<file path="config.mk">
export PLATFORM = sky130hd
export DESIGN_NAME = power_button_sequencer_top
export DESIGN_NICKNAME = d
export VERILOG_FILES = /design/src/design/pbs_pkg.sv /design/src/design/pbs_cfg.sv /design/src/design/pbs_core.sv /design/src/design/power_button_sequencer_top.sv
export VERILOG_INCLUDE_DIRS = /design/src /design/src/design
export SDC_FILE = /design/constraint.sdc
export NUM_CORES = 1
export LEC_CHECK = 0
export BUFFER_PORTS_ARGS = -buffer_cell sky130_fd_sc_hd__buf_4
export CAP_MARGIN = 10
export CORE_UTILIZATION = 44
export DETAILED_ROUTE_END_ITERATION = 10
export GPL_TIMING_DRIVEN = 0
export HOLD_SLACK_MARGIN = 0.08
export PLACE_DENSITY_LB_ADDON = 0.15
export SETUP_SLACK_MARGIN = 0.5
export SYNTH_ARGS = -nofsm -noshare
export SYNTH_HDL_FRONTEND = slang
export SYNTH_HIERARCHICAL = 1
export SYNTH_SLANG_ARGS = --single-unit
</file>
<file path="constraint.sdc">
create_clock -name clk -period 6.8 [get_ports clk]
set_clock_uncertainty 0.1 [all_clocks]
set_input_delay 0.34 -clock clk [delete_from_list [all_inputs] [get_ports clk]]
set_output_delay 0.34 -clock clk [all_outputs]
set_load 0.05 [all_outputs]
</file>
<file path="src/design/power_button_sequencer_top_defines.svh">
// ---------------------------------------------------------------------------
// Power button sequencer assertion macros
// Shared property forms for the checks at the end of the top level.
// ---------------------------------------------------------------------------
`ifndef POWER_BUTTON_SEQUENCER_TOP_DEFINES_SVH
`define POWER_BUTTON_SEQUENCER_TOP_DEFINES_SVH

// Same-cycle implication, disabled while in reset.
`define PBS_ASSERT_IMPL(label, clk_sig, rstn_sig, ante, cons) \
    label: assert property (@(posedge clk_sig) disable iff (!rstn_sig) \
        (ante) |-> (cons)) else $error("pbs check failed");

// Next-cycle implication, disabled while in reset.
`define PBS_ASSERT_NEXT(label, clk_sig, rstn_sig, ante, cons) \
    label: assert property (@(posedge clk_sig) disable iff (!rstn_sig) \
        (ante) |=> (cons)) else $error("pbs check failed");

`endif

</file>
<file path="src/design/pbs_pkg.sv">
// ---------------------------------------------------------------------------
// Power button sequencer package
// Widths, codes, reset values and shared structs for the sequencer.
// ---------------------------------------------------------------------------
package pbs_pkg;

    localparam int TIMER_BITS = 24;
    localparam int CFG_W      = 24;
    localparam int CLICK_W    = 16;
    localparam int CFG_IDX_W  = 2;
    localparam int CMP_W      = (TIMER_BITS > CFG_W) ? TIMER_BITS : CFG_W;

    // Divide by ten via reciprocal: floor(x/10) == (x * 13421773) >> 27 for x < 2^26
    localparam int                 SLEEP_DIVISOR = 10;
    localparam logic [CFG_W-1:0]   SLEEP_RECIP   = 24'd13421773;
    localparam int                 SLEEP_SHIFT   = 27;
    localparam logic [3:0]         SLEEP_PERIODS = 4'd10;

    localparam logic [CFG_W-1:0]   SLEEP_TIMEOUT_RST = 24'd30000;
    localparam logic [CFG_W-1:0]   SLEEP_TARGET_RST  = CFG_W'(30000 / SLEEP_DIVISOR);
    localparam logic [CFG_W-1:0]   SHUTDOWN_RST      = 24'd10000;
    localparam logic [CLICK_W-1:0] CLICK_LIMIT_RST   = 16'd30;

    localparam logic [CFG_IDX_W-1:0] CFG_SLEEP_TIMEOUT    = 2'd0;
    localparam logic [CFG_IDX_W-1:0] CFG_SHUTDOWN_TIMEOUT = 2'd1;
    localparam logic [CFG_IDX_W-1:0] CFG_CLICK_LIMIT      = 2'd2;

    typedef enum logic [2:0] {
        FN_TICK       = 3'd0,
        FN_BTN_DOWN   = 3'd1,
        FN_BTN_UP     = 3'd2,
        FN_HOST_OFF   = 3'd3,
        FN_HOST_READY = 3'd4
    } func_t;

    typedef enum logic [2:0] {
        MODE_STANDBY      = 3'd0,
        MODE_BOOT_RELEASE = 3'd1,
        MODE_BOOT_WAIT    = 3'd2,
        MODE_ON           = 3'd3,
        MODE_SHUTDOWN     = 3'd4
    } mode_t;

    typedef enum logic [2:0] {
        PAT_OFF     = 3'd0,
        PAT_SOLID   = 3'd1,
        PAT_BREATHE = 3'd2,
        PAT_WAITON  = 3'd3,
        PAT_WAITOFF = 3'd4
    } pattern_t;

    typedef struct packed {
        logic [CFG_W-1:0]   sleep_target;
        logic [CFG_W-1:0]   shutdown_target;
        logic [CLICK_W-1:0] click_limit;
    } cfg_t;

    typedef struct packed {
        mode_t    power_state;
        pattern_t led_pattern;
        logic     button_held;
        logic     power_on_pulse;
        logic     shutdown_pulse;
        logic     force_off_pulse;
        logic     sleep_pulse;
    } result_t;

endpackage

</file>
<file path="src/design/pbs_cfg.sv">
// ---------------------------------------------------------------------------
// Power button sequencer configuration registers
// Holds the timer targets in compare-ready form and the click limit.
// ---------------------------------------------------------------------------
module pbs_cfg
    import pbs_pkg::*;
(
    input  logic                 clk,
    input  logic                 rst_n,
    input  logic                 cfg_we,
    input  logic [CFG_IDX_W-1:0] cfg_index,
    input  logic [CFG_W-1:0]     cfg_wdata,
    output cfg_t                 cfg
);

    logic [2*CFG_W-1:0] recip_prod;
    logic [CFG_W-1:0]   sleep_div;
    logic [CFG_W-1:0]   sleep_target_next;
    logic [CFG_W-1:0]   shutdown_target_next;

    logic [CFG_W-1:0]   sleep_target_reg;
    logic [CFG_W-1:0]   shutdown_target_reg;
    logic [CLICK_W-1:0] click_limit_reg;

    // One sleep period is a tenth of the timeout, never less than one tick
    assign recip_prod = {{CFG_W{1'b0}}, cfg_wdata} * {{CFG_W{1'b0}}, SLEEP_RECIP};
    assign sleep_div  = CFG_W'(recip_prod >> SLEEP_SHIFT);
    assign sleep_target_next = (sleep_div == '0) ? CFG_W'(1) : sleep_div;
    assign shutdown_target_next = (cfg_wdata == '0) ? CFG_W'(1) : cfg_wdata;

    always_ff @(posedge clk or negedge rst_n)
    begin
        if (!rst_n)
        begin
            sleep_target_reg    <= SLEEP_TARGET_RST;
            shutdown_target_reg <= SHUTDOWN_RST;
            click_limit_reg     <= CLICK_LIMIT_RST;
        end
        else if (cfg_we)
        begin
            unique case (cfg_index)
                CFG_SLEEP_TIMEOUT:    sleep_target_reg    <= sleep_target_next;
                CFG_SHUTDOWN_TIMEOUT: shutdown_target_reg <= shutdown_target_next;
                CFG_CLICK_LIMIT:      click_limit_reg     <= cfg_wdata[CLICK_W-1:0];
                default: ;
            endcase
        end
    end

    assign cfg.sleep_target    = sleep_target_reg;
    assign cfg.shutdown_target = shutdown_target_reg;
    assign cfg.click_limit     = click_limit_reg;

endmodule

</file>
<file path="src/design/pbs_core.sv">
// ---------------------------------------------------------------------------
// Power button sequencer core
// Sequencer state and the one-word step update with its result.
// ---------------------------------------------------------------------------
module pbs_core
    import pbs_pkg::*;
(
    input  logic               clk,
    input  logic               rst_n,
    input  logic               step_en,
    input  logic [2:0]         func,
    input  logic [CLICK_W-1:0] hold_time,
    input  cfg_t               cfg,
    output result_t            result
);

    typedef enum logic [1:0] {
        TK_IDLE     = 2'd0,
        TK_SLEEP    = 2'd1,
        TK_SHUTDOWN = 2'd2
    } timer_kind_t;

    localparam logic [TIMER_BITS-1:0] COUNT_MAX = {TIMER_BITS{1'b1}};

    mode_t                 mode_reg,    mode_next;
    logic [TIMER_BITS-1:0] count_reg,   count_next;
    timer_kind_t           kind_reg,    kind_next;
    logic [3:0]            periods_reg, periods_next;
    pattern_t              pattern_reg, pattern_next;
    logic                  held_reg,    held_next;

    logic [TIMER_BITS-1:0] count_inc;
    logic                  sleep_hit;
    logic                  shut_hit;
    logic                  is_click;
    logic                  to_standby;
    logic                  p_on, p_shut, p_force, p_sleep;

    assign count_inc = (count_reg != COUNT_MAX) ? count_reg + 1'b1 : count_reg;
    assign sleep_hit = CMP_W'(count_inc) >= CMP_W'(cfg.sleep_target);
    assign shut_hit  = CMP_W'(count_inc) >= CMP_W'(cfg.shutdown_target);
    assign is_click  = hold_time < cfg.click_limit;

    always_comb
    begin
        mode_next     = mode_reg;
        count_next    = count_reg;
        kind_next     = kind_reg;
        periods_next  = periods_reg;
        pattern_next  = pattern_reg;
        held_next     = held_reg;
        to_standby    = 1'b0;
        p_on          = 1'b0;
        p_shut        = 1'b0;
        p_force       = 1'b0;
        p_sleep       = 1'b0;

        if (mode_reg > MODE_SHUTDOWN)
        begin
            to_standby = 1'b1;
        end
        else
        begin
            case (func_t'(func))
                FN_TICK:
                begin
                    if (kind_reg != TK_IDLE)
                    begin
                        count_next = count_inc;
                        if (kind_reg == TK_SLEEP)
                        begin
                            if (sleep_hit)
                            begin
                                count_next   = '0;
                                periods_next = periods_reg + 1'b1;
                                if (periods_next == 4'd1)
                                    pattern_next = PAT_OFF;
                                if (periods_next >= SLEEP_PERIODS)
                                begin
                                    p_sleep   = 1'b1;
                                    kind_next = TK_IDLE;
                                end
                            end
                        end
                        else if (shut_hit)
                        begin
                            kind_next  = TK_IDLE;
                            count_next = '0;
                            if (mode_reg == MODE_SHUTDOWN)
                            begin
                                p_force    = 1'b1;
                                to_standby = 1'b1;
                            end
                        end
                    end
                end
                FN_BTN_DOWN:
                begin
                    held_next = 1'b1;
                    if (mode_reg == MODE_STANDBY)
                    begin
                        kind_next    = TK_IDLE;
                        p_on         = 1'b1;
                        pattern_next = PAT_WAITON;
                        mode_next    = MODE_BOOT_RELEASE;
                    end
                end
                FN_BTN_UP:
                begin
                    held_next = 1'b0;
                    case (mode_reg)
                        MODE_BOOT_RELEASE: mode_next = MODE_BOOT_WAIT;
                        MODE_BOOT_WAIT:
                        begin
                            if (!is_click)
                            begin
                                p_force    = 1'b1;
                                to_standby = 1'b1;
                            end
                        end
                        MODE_ON:
                        begin
                            if (is_click)
                            begin
                                p_shut       = 1'b1;
                                kind_next    = TK_SHUTDOWN;
                                count_next   = '0;
                                pattern_next = PAT_WAITOFF;
                                mode_next    = MODE_SHUTDOWN;
                            end
                            else
                            begin
                                p_force    = 1'b1;
                                to_standby = 1'b1;
                            end
                        end
                        MODE_SHUTDOWN:
                        begin
                            if (!is_click)
                            begin
                                p_force    = 1'b1;
                                to_standby = 1'b1;
                            end
                        end
                        default: ;
                    endcase
                end
                FN_HOST_OFF:
                begin
                    // Off in standby or before the button is released just restarts standby; later it is forced
                    if (mode_reg != MODE_STANDBY && mode_reg != MODE_BOOT_RELEASE)
                        p_force = 1'b1;
                    to_standby = 1'b1;
                end
                FN_HOST_READY:
                begin
                    if (mode_reg == MODE_STANDBY)
                    begin
                        kind_next    = TK_IDLE;
                        p_on         = 1'b1;
                        pattern_next = PAT_SOLID;
                        mode_next    = MODE_ON;
                    end
                    else if (mode_reg != MODE_SHUTDOWN)
                    begin
                        pattern_next = PAT_SOLID;
                        mode_next    = MODE_ON;
                    end
                end
                default: ;
            endcase
        end

        // Standby entry restarts the sleep timer from the first period
        if (to_standby)
        begin
            mode_next    = MODE_STANDBY;
            pattern_next = PAT_BREATHE;
            kind_next    = TK_SLEEP;
            count_next   = '0;
            periods_next = '0;
        end
    end

    always_ff @(posedge clk or negedge rst_n)
    begin
        if (!rst_n)
        begin
            mode_reg    <= MODE_STANDBY;
            count_reg   <= '0;
            kind_reg    <= TK_SLEEP;
            periods_reg <= '0;
            pattern_reg <= PAT_BREATHE;
            held_reg    <= 1'b0;
        end
        else if (step_en)
        begin
            mode_reg    <= mode_next;
            count_reg   <= count_next;
            kind_reg    <= kind_next;
            periods_reg <= periods_next;
            pattern_reg <= pattern_next;
            held_reg    <= held_next;
        end
    end

    assign result.power_state     = mode_next;
    assign result.led_pattern     = pattern_next;
    assign result.button_held     = held_next;
    assign result.power_on_pulse  = p_on;
    assign result.shutdown_pulse  = p_shut;
    assign result.force_off_pulse = p_force;
    assign result.sleep_pulse     = p_sleep;

endmodule

</file>
<file path="src/design/power_button_sequencer_top.sv">
// ---------------------------------------------------------------------------
// Power button sequencer top level
// Button, host and tick events in; power state, LED code and pulses out.
// ---------------------------------------------------------------------------
// Usage:
//   Input channel (in_valid / in_stall) carries one event word: func plus
//   hold_time, the latter only looked at with a button release. Every
//   accepted word yields exactly one result word on the output channel
//   (out_valid / out_stall) with the new power state, LED pattern code,
//   held flag and the four one-word pulses.
//   Path: an accepted word waits in the input register, then moves into the
//   result register, where out_valid rises, once the result slot is free.
//   Throughput: one word per cycle while out_stall is low; the step update
//   is a single pass from the input register through the state logic.
//   Stall: while out_stall holds a waiting result, the input register can
//   still take one more word; after that in_stall rises until the result
//   is taken. State only advances when a word moves into the result slot.
//   Reset: standby, breathe pattern, sleep timer running from zero, default
//   timeouts (30000 / 10000 ticks) and click limit 30. Configuration writes
//   take effect at the next edge and are meant for idle periods only.
// ---------------------------------------------------------------------------
`include "power_button_sequencer_top_defines.svh"

module power_button_sequencer_top
    import pbs_pkg::*;
(
    input  logic                 clk,
    input  logic                 rst_n,
    // configuration write port
    input  logic                 cfg_we,
    input  logic [CFG_IDX_W-1:0] cfg_index,
    input  logic [CFG_W-1:0]     cfg_wdata,
    // event input
    input  logic                 in_valid,
    output logic                 in_stall,
    input  logic [2:0]           func,
    input  logic [CLICK_W-1:0]   hold_time,
    // result output
    output logic                 out_valid,
    input  logic                 out_stall,
    output logic [2:0]           power_state,
    output logic [2:0]           led_pattern,
    output logic                 button_held,
    output logic                 power_on_pulse,
    output logic                 shutdown_pulse,
    output logic                 force_off_pulse,
    output logic                 sleep_pulse
);

    cfg_t    cfg;
    result_t step_result;

    logic               in_valid_reg;
    logic [2:0]         func_reg;
    logic [CLICK_W-1:0] hold_reg;
    logic               out_valid_reg;
    result_t            result_reg;

    logic out_free;
    logic step_en;
    logic in_take;

    pbs_cfg u_cfg (
        .clk       (clk),
        .rst_n     (rst_n),
        .cfg_we    (cfg_we),
        .cfg_index (cfg_index),
        .cfg_wdata (cfg_wdata),
        .cfg       (cfg)
    );

    // The result slot frees when empty or being taken this cycle
    assign out_free = !out_valid_reg || !out_stall;
    // Advance the state exactly when an event word moves into the result slot
    assign step_en  = in_valid_reg && out_free;
    // Hold the input word while it cannot move on
    assign in_stall = in_valid_reg && !out_free;
    assign in_take  = in_valid && !in_stall;

    pbs_core u_core (
        .clk       (clk),
        .rst_n     (rst_n),
        .step_en   (step_en),
        .func      (func_reg),
        .hold_time (hold_reg),
        .cfg       (cfg),
        .result    (step_result)
    );

    always_ff @(posedge clk or negedge rst_n)
    begin
        if (!rst_n)
        begin
            in_valid_reg  <= 1'b0;
            out_valid_reg <= 1'b0;
        end
        else
        begin
            if (in_take)
                in_valid_reg <= 1'b1;
            else if (step_en)
                in_valid_reg <= 1'b0;

            if (step_en)
                out_valid_reg <= 1'b1;
            else if (!out_stall)
                out_valid_reg <= 1'b0;
        end
    end

    // Payload registers: no reset needed
    always_ff @(posedge clk)
    begin
        if (in_take)
        begin
            func_reg <= func;
            hold_reg <= hold_time;
        end
        if (step_en)
            result_reg <= step_result;
    end

    assign out_valid       = out_valid_reg;
    assign power_state     = result_reg.power_state;
    assign led_pattern     = result_reg.led_pattern;
    assign button_held     = result_reg.button_held;
    assign power_on_pulse  = result_reg.power_on_pulse;
    assign shutdown_pulse  = result_reg.shutdown_pulse;
    assign force_off_pulse = result_reg.force_off_pulse;
    assign sleep_pulse     = result_reg.sleep_pulse;

    // At most one pulse per result word
    `PBS_ASSERT_IMPL(a_one_pulse, clk, rst_n, out_valid,
        $countones({power_on_pulse, shutdown_pulse, force_off_pulse, sleep_pulse}) <= 1)
    // A forced off always lands in standby with the breathe pattern
    `PBS_ASSERT_IMPL(a_force_standby, clk, rst_n, out_valid && force_off_pulse,
        power_state == MODE_STANDBY && led_pattern == PAT_BREATHE)
    // The sleep timeout only fires in standby after the LED went dark
    `PBS_ASSERT_IMPL(a_sleep_dark, clk, rst_n, out_valid && sleep_pulse,
        power_state == MODE_STANDBY && led_pattern == PAT_OFF)
    // A stepped word always shows up as a result in the next cycle
    `PBS_ASSERT_NEXT(a_step_out, clk, rst_n, step_en, out_valid)

endmodule
</file>
# ---- Word-level counts from Yosys, hierarchy flattened
# Index checks and enable logic that the tools add are counted.
dict set report op_classes {
  add_sub_neg 2
  n_mul 1
  n_lt_le_gt_ge 5
  n_eq_ne 24
  n_mux 68
  n_bitwise 7
  n_reduce_logical 34
}
# op count
set op_table {}
lappend op_table {{24-bit 2-to-1 mux} 10}
lappend op_table {{3-bit 2-to-1 mux} 17}
lappend op_table {{24-bit >= comparator} 2}
lappend op_table {{24-bit zero test} 2}
lappend op_table {{24-bit by 24-bit multiplier with 48-bit output (second input constant)} 1}
lappend op_table {{24-bit one-hot mux with 2 select lines} 1}
lappend op_table {{24-bit by 1-bit adder with 24-bit output (second input constant)} 1}
lappend op_table {{4-bit 2-to-1 mux} 6}
lappend op_table {{24-bit != test (second input constant)} 1}
lappend op_table {{21-bit 2-to-1 mux} 1}
lappend op_table {{2-bit 2-to-1 mux} 10}
lappend op_table {{16-bit < comparator} 1}
lappend op_table {{1-bit 2-to-1 mux} 16}
lappend op_table {{3-bit by 2-bit == test with 1-bit output (second input constant)} 4}
lappend op_table {{3-bit by 1-bit != test with 1-bit output (second input constant)} 4}
lappend op_table {{3-bit one-hot mux with 4 select lines} 1}
lappend op_table {{6-bit AND reduction} 2}
lappend op_table {{2-bit nonzero test} 6}
lappend op_table {{10-bit AND reduction} 1}
lappend op_table {{3-bit one-hot mux with 3 select lines} 1}
lappend op_table {{1-bit inverter} 7}
lappend op_table {{3-bit by 1-bit == test with 1-bit output (second input constant)} 2}
lappend op_table {{3-bit == test (second input constant)} 2}
lappend op_table {{3-bit zero test} 2}
lappend op_table {{other kinds (26)} 40}
dict set report word_totals {
  register_bits 133
  inputBits 50
  out_inout_bits 13
  word_cells 161
}

# ---- Longest topological paths before layout
# Gate-level depths: netlist (run 1).
dict set report logic_depth {
  word_depth 10
  depth_mapped 25
  mapped_depth_nobuf 25
}

# ---- Cells and area by module
# The synthesis (run 1) kept the hierarchy.
# mod instances cells_each area_each_um2 seq_area_each_um2
set by_module_without_submodules {}
lappend by_module_without_submodules {pbs_cfg 1 1372 13524.2 1546.5}
lappend by_module_without_submodules {pbs_core 1 566 4469.3 928.4}
lappend by_module_without_submodules {power_button_sequencer_top 1 38 993.5 950.9}

# ---- Worst setup path before layout (run 1)
# No wires, ideal clock.
dict set report synth_path {
  path_kind {input -> register}
  start {input port cfg_wdata[1]}
  end {register u_cfg.sleep_target_reg[0]}
  setup_ns 0.067
  t_arrival_ns 6.140
  t_required_ns 6.633
  slack_ns 0.494
  cell_stages 22
  path_buffers 0
  cell_sequence {ha_1 xor2_1 ha_1 or2_2 fa_1 fa_1 fa_1 fa_1 inv_1 fa_1 inv_1 ha_1 a21oi_1 o211ai_1 nor2_1 nand2_1 o211a_1 o21ai_2 or3b_1 a2111oi_4 nand4b_1 nand2_1}
}
dict set report synth_via {
  elab_chain_len 3
}
# item line_no
set synth_rtl {}
lappend synth_rtl {{from (decl)} power_button_sequencer_top.sv:32} ;# input logic [CFG_W-1:0] cfg_wdata,
lappend synth_rtl {{24-bit by 24-bit multiplier with 48-bit output *} pbs_cfg.sv:26} ;# assign recip_prod = {{CFG_W{1'b0}}, cfg_wdata} * {{CFG_W{1'b0}}, SLEEP_RECIP};
lappend synth_rtl {{24-bit zero test} pbs_cfg.sv:28} ;# assign sleep_target_next = (sleep_div == '0) ? CFG_W'(1) : sleep_div;
lappend synth_rtl {{21-bit 2-to-1 mux *} pbs_cfg.sv:28}
lappend synth_rtl {{to (signal assigned)} pbs_cfg.sv:42} ;# CFG_SLEEP_TIMEOUT: sleep_target_reg <= sleep_target_next;
lappend synth_rtl {{to (decl)} pbs_cfg.sv:21} ;# logic [CFG_W-1:0] sleep_target_reg;
# Mark *: on every way between the ends. The rest lies on a longest branch, timed or not.
# A chain may end at the register's enable or synchronous reset.

# ---- Worst setup path after layout (run 1)
dict set report layout_path {
  start {input port cfg_wdata[16]}
  end {register u_cfg.sleep_target_reg[0]}
}
# The elaborated chain is that of the path after synthesis.

==> results.tsv, run 1 <==
stage	metric	value	unit
status	status	finished, final reports clean	
sta	Final Hold Violating Endpoints	0	
global_routing	largest net degree at the start of global routing	63	
die	Core Area	0.0422	mm²
drt	1st-pass router iterations	5	
sta	period utilization	93.1	%
drt	Antenna Nets Post-Route	0	
sta	Worst Tran Pin Value	0.900	ns
synth	Main synth FF type	dfrtp_1	
die	Die Y	210	µm
drt	wire length per cell after detailed routing	19.8	µm
worst_setup_path	Worst Path Required	7.06	ns
synth	Post-Syn Area	0.0190	mm²
clock_network	clock root cell	clkbuf_16	
global_routing	initial antenna violation count	0	
sta	relative slew slack	40.0	%
clock_network	CTS tree	done	
clock_network	clock slew at reported path FFs	0.06	ns
synth	Synth area leaders	ha_1 23%, fa_1 21%, dfrtp_1 11%	
sta	setup tns final	0	ns
drt	Via density	5.46	
clock_network	clk_lat worst skew	0.42	ns
placement	Area after DPL	0.0202	mm²
worst_setup_path	worst setup path category	in2reg	
synth	top cell type by total area after synthesis	ha_1	
clock_network	CTS max path bufs	2	
layout	flip-flop and latch area	0.00343	mm²
sta	Tmin final	6.33	ns
sta	fmax	158	MHz
synth	area fraction of the dominant cell type after synthesis	23.1	%
global_routing	GRT Util Overall	25.1	%
synth	Avg Cell Area, Syn	9.61	µm²
die	total die area	0.0440	mm²
placement	# placed instances	2582	
worst_setup_path	Reg2Reg Depth	19	
worst_setup_path	crit path DAT	6.59	ns
synth	Syn. warnings	6	
synth	ys async rst share	76.9	%
min_path	hold path depth	2	
layout	Area growth syn-to-layout	18.5	%
die	Die W	210	µm
synth	post-synth cell types	100	
synth	Synth Instances	1976	
worst_setup_path	worst-path fanout max	10	
synth	Seq/Total Area, Yosys	18.0	%
placement	Post-DP HPWL	42300	µm
clock_network	H-Tree Level Count	4	
sta	RSZ-0062 raised after global routing	yes	
drt	Total Wirelength	52900	µm
global_routing	first-pass GRT wire length	85000	µm
layout	Nets	2717	
clock_network	Num Clock Sinks	130	
sta	Max Slew Vio Count	0	
layout	share of cells above drive strength 1	16.2	%
worst_setup_path	CP Capture Type	flip-flop	
synth	Post-synth EDFFs	30	
placement	Routability Congestion	0.947	
layout	ANT cells	0	
die	Starting Density	45.0	%
sta	hold_ws	0.111	ns
worst_setup_path	crit start category	input pin	
synth	number of synthesized register bits	130	
die	row cnt	75	
drt	initial DRC count	762	
sta	Final Setup Violations	0	
layout	multi-input logic area	0.0148	mm²
layout	Design Area, Final	0.0225	mm²
job	Max-cap violations	0	
layout	most common cell after layout, fill and taps aside	inv_1	
layout	fin cells	2672	
placement	port buffer count	62	
global_routing	vias in the first global route	15500	
drt	drt drc	0	
layout	most frequent cells in the layout	412 x inv_1, 306 x ha_1, 191 x fa_1, 144 x nand2_1, 91 x buf_4	
layout	fillers	3817	
global_routing	GRT overflow	0	
die	I/O pin cnt	63	
clock_network	Num CTS Buffers	17	
drt	Via Count	14600	
min_path	worst hold path class	in2reg	
==> synth_stat cells (all sizes together) (7+ instances only) <==
| cell type | count |
|---|---|
| inv | 420 |
| ha | 351 |
| fa | 196 |
| nand2 | 151 |
| a21oi | 85 |
| dfrtp | 82 |
| o21ai | 75 |
| nor2 | 53 |
| xor2 | 51 |
| a22o | 36 |
| nand3 | 33 |
| xnor2 | 31 |
| edfxtp | 30 |
| a21o | 29 |
| nand4 | 29 |
| buf | 21 |
| clkbuf | 19 |
| dfstp | 18 |
| and2 | 17 |
| nor3 | 16 |
| a211oi | 14 |
| a31oi | 13 |
| and3 | 13 |
| o211ai | 13 |
| o22ai | 13 |
| nand2b | 12 |
| nor4 | 10 |
| mux2 | 9 |
| o31ai | 8 |
| a22oi | 7 |
| o21a | 7 |
==> kinds of logic (layout without fill, tap and decap cells) <==
family                     Yosys count  count (layout)  synth area share [%]
adders and majority gates          547             547                  43.8
buffers and inverters              461             616                  9.48
and+or+nand+nor                    379             379                  10.5
AOI/OAI and AO/OA                  363             363                  13.6
DFF                                130             130                  18.0
xor gates and xnor gates            82              82                  3.78
muxes                               13              13                 0.745
other                                1               3                0.0198
==> path summary, 6_finish.rpt <==
kind,startpoint,end,slack (ns)
max in group asynchronous,rst_n,u_cfg/sleep_target_reg[9],5.48
worst min register to register,u_cfg/sleep_target_reg[3],u_cfg/sleep_target_reg[3],0.37
min in group asynchronous,rst_n,out_valid,0.36
worst min-delay path,cfg_wdata[18],u_cfg/shutdown_target_reg[18],0.11
worst max register to register,u_core/count_reg[16],u_core/count_reg[11],1.32
worst max-delay path,cfg_wdata[16],u_cfg/sleep_target_reg[0],0.47
==> layout make-up <==
| cell class | instances | area share (%) |
|---|---|---|
| Tap cell | 539 | 3.00 |
| Sequential cell | 130 | 15.2 |
| Buffer | 40 | 0.979 |
| Clock inverter | 8 | 0.200 |
| Multi-Input combinational cell | 1387 | 65.7 |
| Clock buffer | 24 | 2.42 |
| Inverter | 421 | 7.04 |
| Timing Repair Buffer | 123 | 5.41 |
==> per-stage QoR <==
step                      setup slack (ns)  utilization, %
after floorplan                      0.532               -
after global placement              -0.878            47.7
after detailed placement            -0.881            47.8
after CTS                            0.503            52.8
after global routing                 0.335            53.3
final                                0.470            53.3
==> timing repair <==
item,CTS,global route
endpoints found under the setup margin,16,3
setup buffers,28,8
hold buffers,22,0
hold endpoints to repair,57,0
pin swaps,54,37
gates resized for setup,190,34
==> worst max-delay path: stages <==
cell and delay [ns]:
buf_12 0.13, inv_1 0.08, ha_4 0.28, xor2_1 0.15
ha_1 0.28, inv_1 0.05, fa_1 0.50, fa_1 0.52
inv_1 0.05, fa_1 0.54, fa_1 0.55, inv_1 0.05
fa_1 0.54, inv_1 0.09, ha_4 0.29, nand2_1 0.08
a21o_1 0.20, a211oi_2 0.29, o21ba_4 0.24, o21a_1 0.23
a21oi_2 0.15, a311oi_2 0.38, o2111a_1 0.24, nand4b_1 0.18
nand2_1 0.11
==> routing by layer <==
metal	global-route usage, %	vias up	routed length, µm
li1	-	6925	-
met1	32.9	7189	23500
met2	43.8	379	25900
met3	2.23	100	1870
met4	7.65	0	1510
met5	0	-	0
Power of run 1 is not shown: default switching activity piles up to over one toggle a cycle in this logic, so the estimate is an artifact.
==> run 2: changes to the inputs <==
--- a/config.mk
+++ b/config.mk
@@ -8,7 +8,9 @@
 export LEC_CHECK = 0
 export BUFFER_PORTS_ARGS = -buffer_cell sky130_fd_sc_hd__buf_4
 export CAP_MARGIN = 10
-export CORE_UTILIZATION = 44
+export CELL_PAD_IN_SITES_DETAIL_PLACEMENT = 1
+export CELL_PAD_IN_SITES_GLOBAL_PLACEMENT = 1
+export CORE_UTILIZATION = 55
 export DETAILED_ROUTE_END_ITERATION = 10
 export GPL_TIMING_DRIVEN = 0
 export HOLD_SLACK_MARGIN = 0.08
==> results.tsv, run 2 <==
stage	metric	value	unit
status	status	stopped before the end	
status	Stop stage	5_1_grt	
status	Stop Error	[ERROR GRT-0232] Routing congestion too high. Check the congestion heatmap in the GUI.	
synth	most frequent cell after synthesis	inv_1	
synth	Post-Syn Area	0.0190	mm²
synth	Post-synth EDFFs	30	
clock_network	Num Clock Sinks	130	
placement	Area after DPL	0.0201	mm²
sta	kind of the worst endpoint	register data pin	
die	Die W	188	µm
synth	Synth area leaders	ha_1 23%, fa_1 21%, dfrtp_1 11%	
placement	Post-DP HPWL	48600	µm
synth	post-synth cell types	100	
synth	Syn. warnings	6	
synth	Main synth FF type	dfrtp_1	
die	I/O pin cnt	63	
placement	port buffer count	62	
clock_network	Num CTS Buffers	17	
die	Die Y	188	µm
synth	Seq/Total Area, Yosys	18.0	%
synth	top cell type by total area after synthesis	ha_1	
placement	DP Worst Slack	-0.885	ns
die	row cnt	67	
placement	Routability Congestion	0.931	
synth	area fraction of the dominant cell type after synthesis	23.1	%
global_routing	initial antenna violation count	11	
synth	Synth top cells by count	420 x inv_1, 351 x ha_1, 196 x fa_1	
synth	ys async rst share	76.9	%
clock_network	clock root cell	clkbuf_16	
clock_network	CTS max path bufs	2	
die	Starting Density	56.2	%
global_routing	GRT Util Overall	76.1	%
synth	Avg Cell Area, Syn	9.61	µm²
global_routing	largest net degree at the start of global routing	71	
synth	number of synthesized register bits	130	
global_routing	GRT overflow	10	
clock_network	H-Tree Level Count	4	
synth	Synth Instances	1976	
sta	GR repair worst EP	u_cfg/sleep_target_reg[0]$_DFFE_PN0P_/D	
==> run 2: cell counts after synthesis <==
Identical to the previous run, type by type.
==> run 2: logic make-up after synthesis <==
group           count (synthesis)  synth area share (%)
buf+inv                       461                  9.48
mux                            13                 0.745
fa+ha+maj                     547                  43.8
other cells                     1                0.0198
flops                         130                  18.0
compound gates                363                  13.6
simple gates                  379                  10.5
xor+xnor                       82                  3.78
==> run 2: repair_timing <==
item / CTS
resized for setup: 209
pin swaps: 76
hold endpoints to repair: 50
buffers inserted: 49
setup endpoints to repair: 15
hold buffers: 22
==> run 2: per-stage QoR <==
step / util [%] / instances / hold WS [ns] / TNS, ns
floorplan: - / 1978 / -0.0556 / 0
global placement: 59.3 / 2488 / 0.352 / -3.23
detailed placement: 59.4 / 2490 / 0.222 / -4.10
CTS: 66.4 / 2593 / 0.0875 / 0
==> run 2: metal layers <==
layer | global-route usage (%) | overflow
met1 | 73.7 | 0
met2 | 92.0 | 6
met3 | 64.1 | 0
met4 | 75.5 | 4
met5 | 40.1 | 0
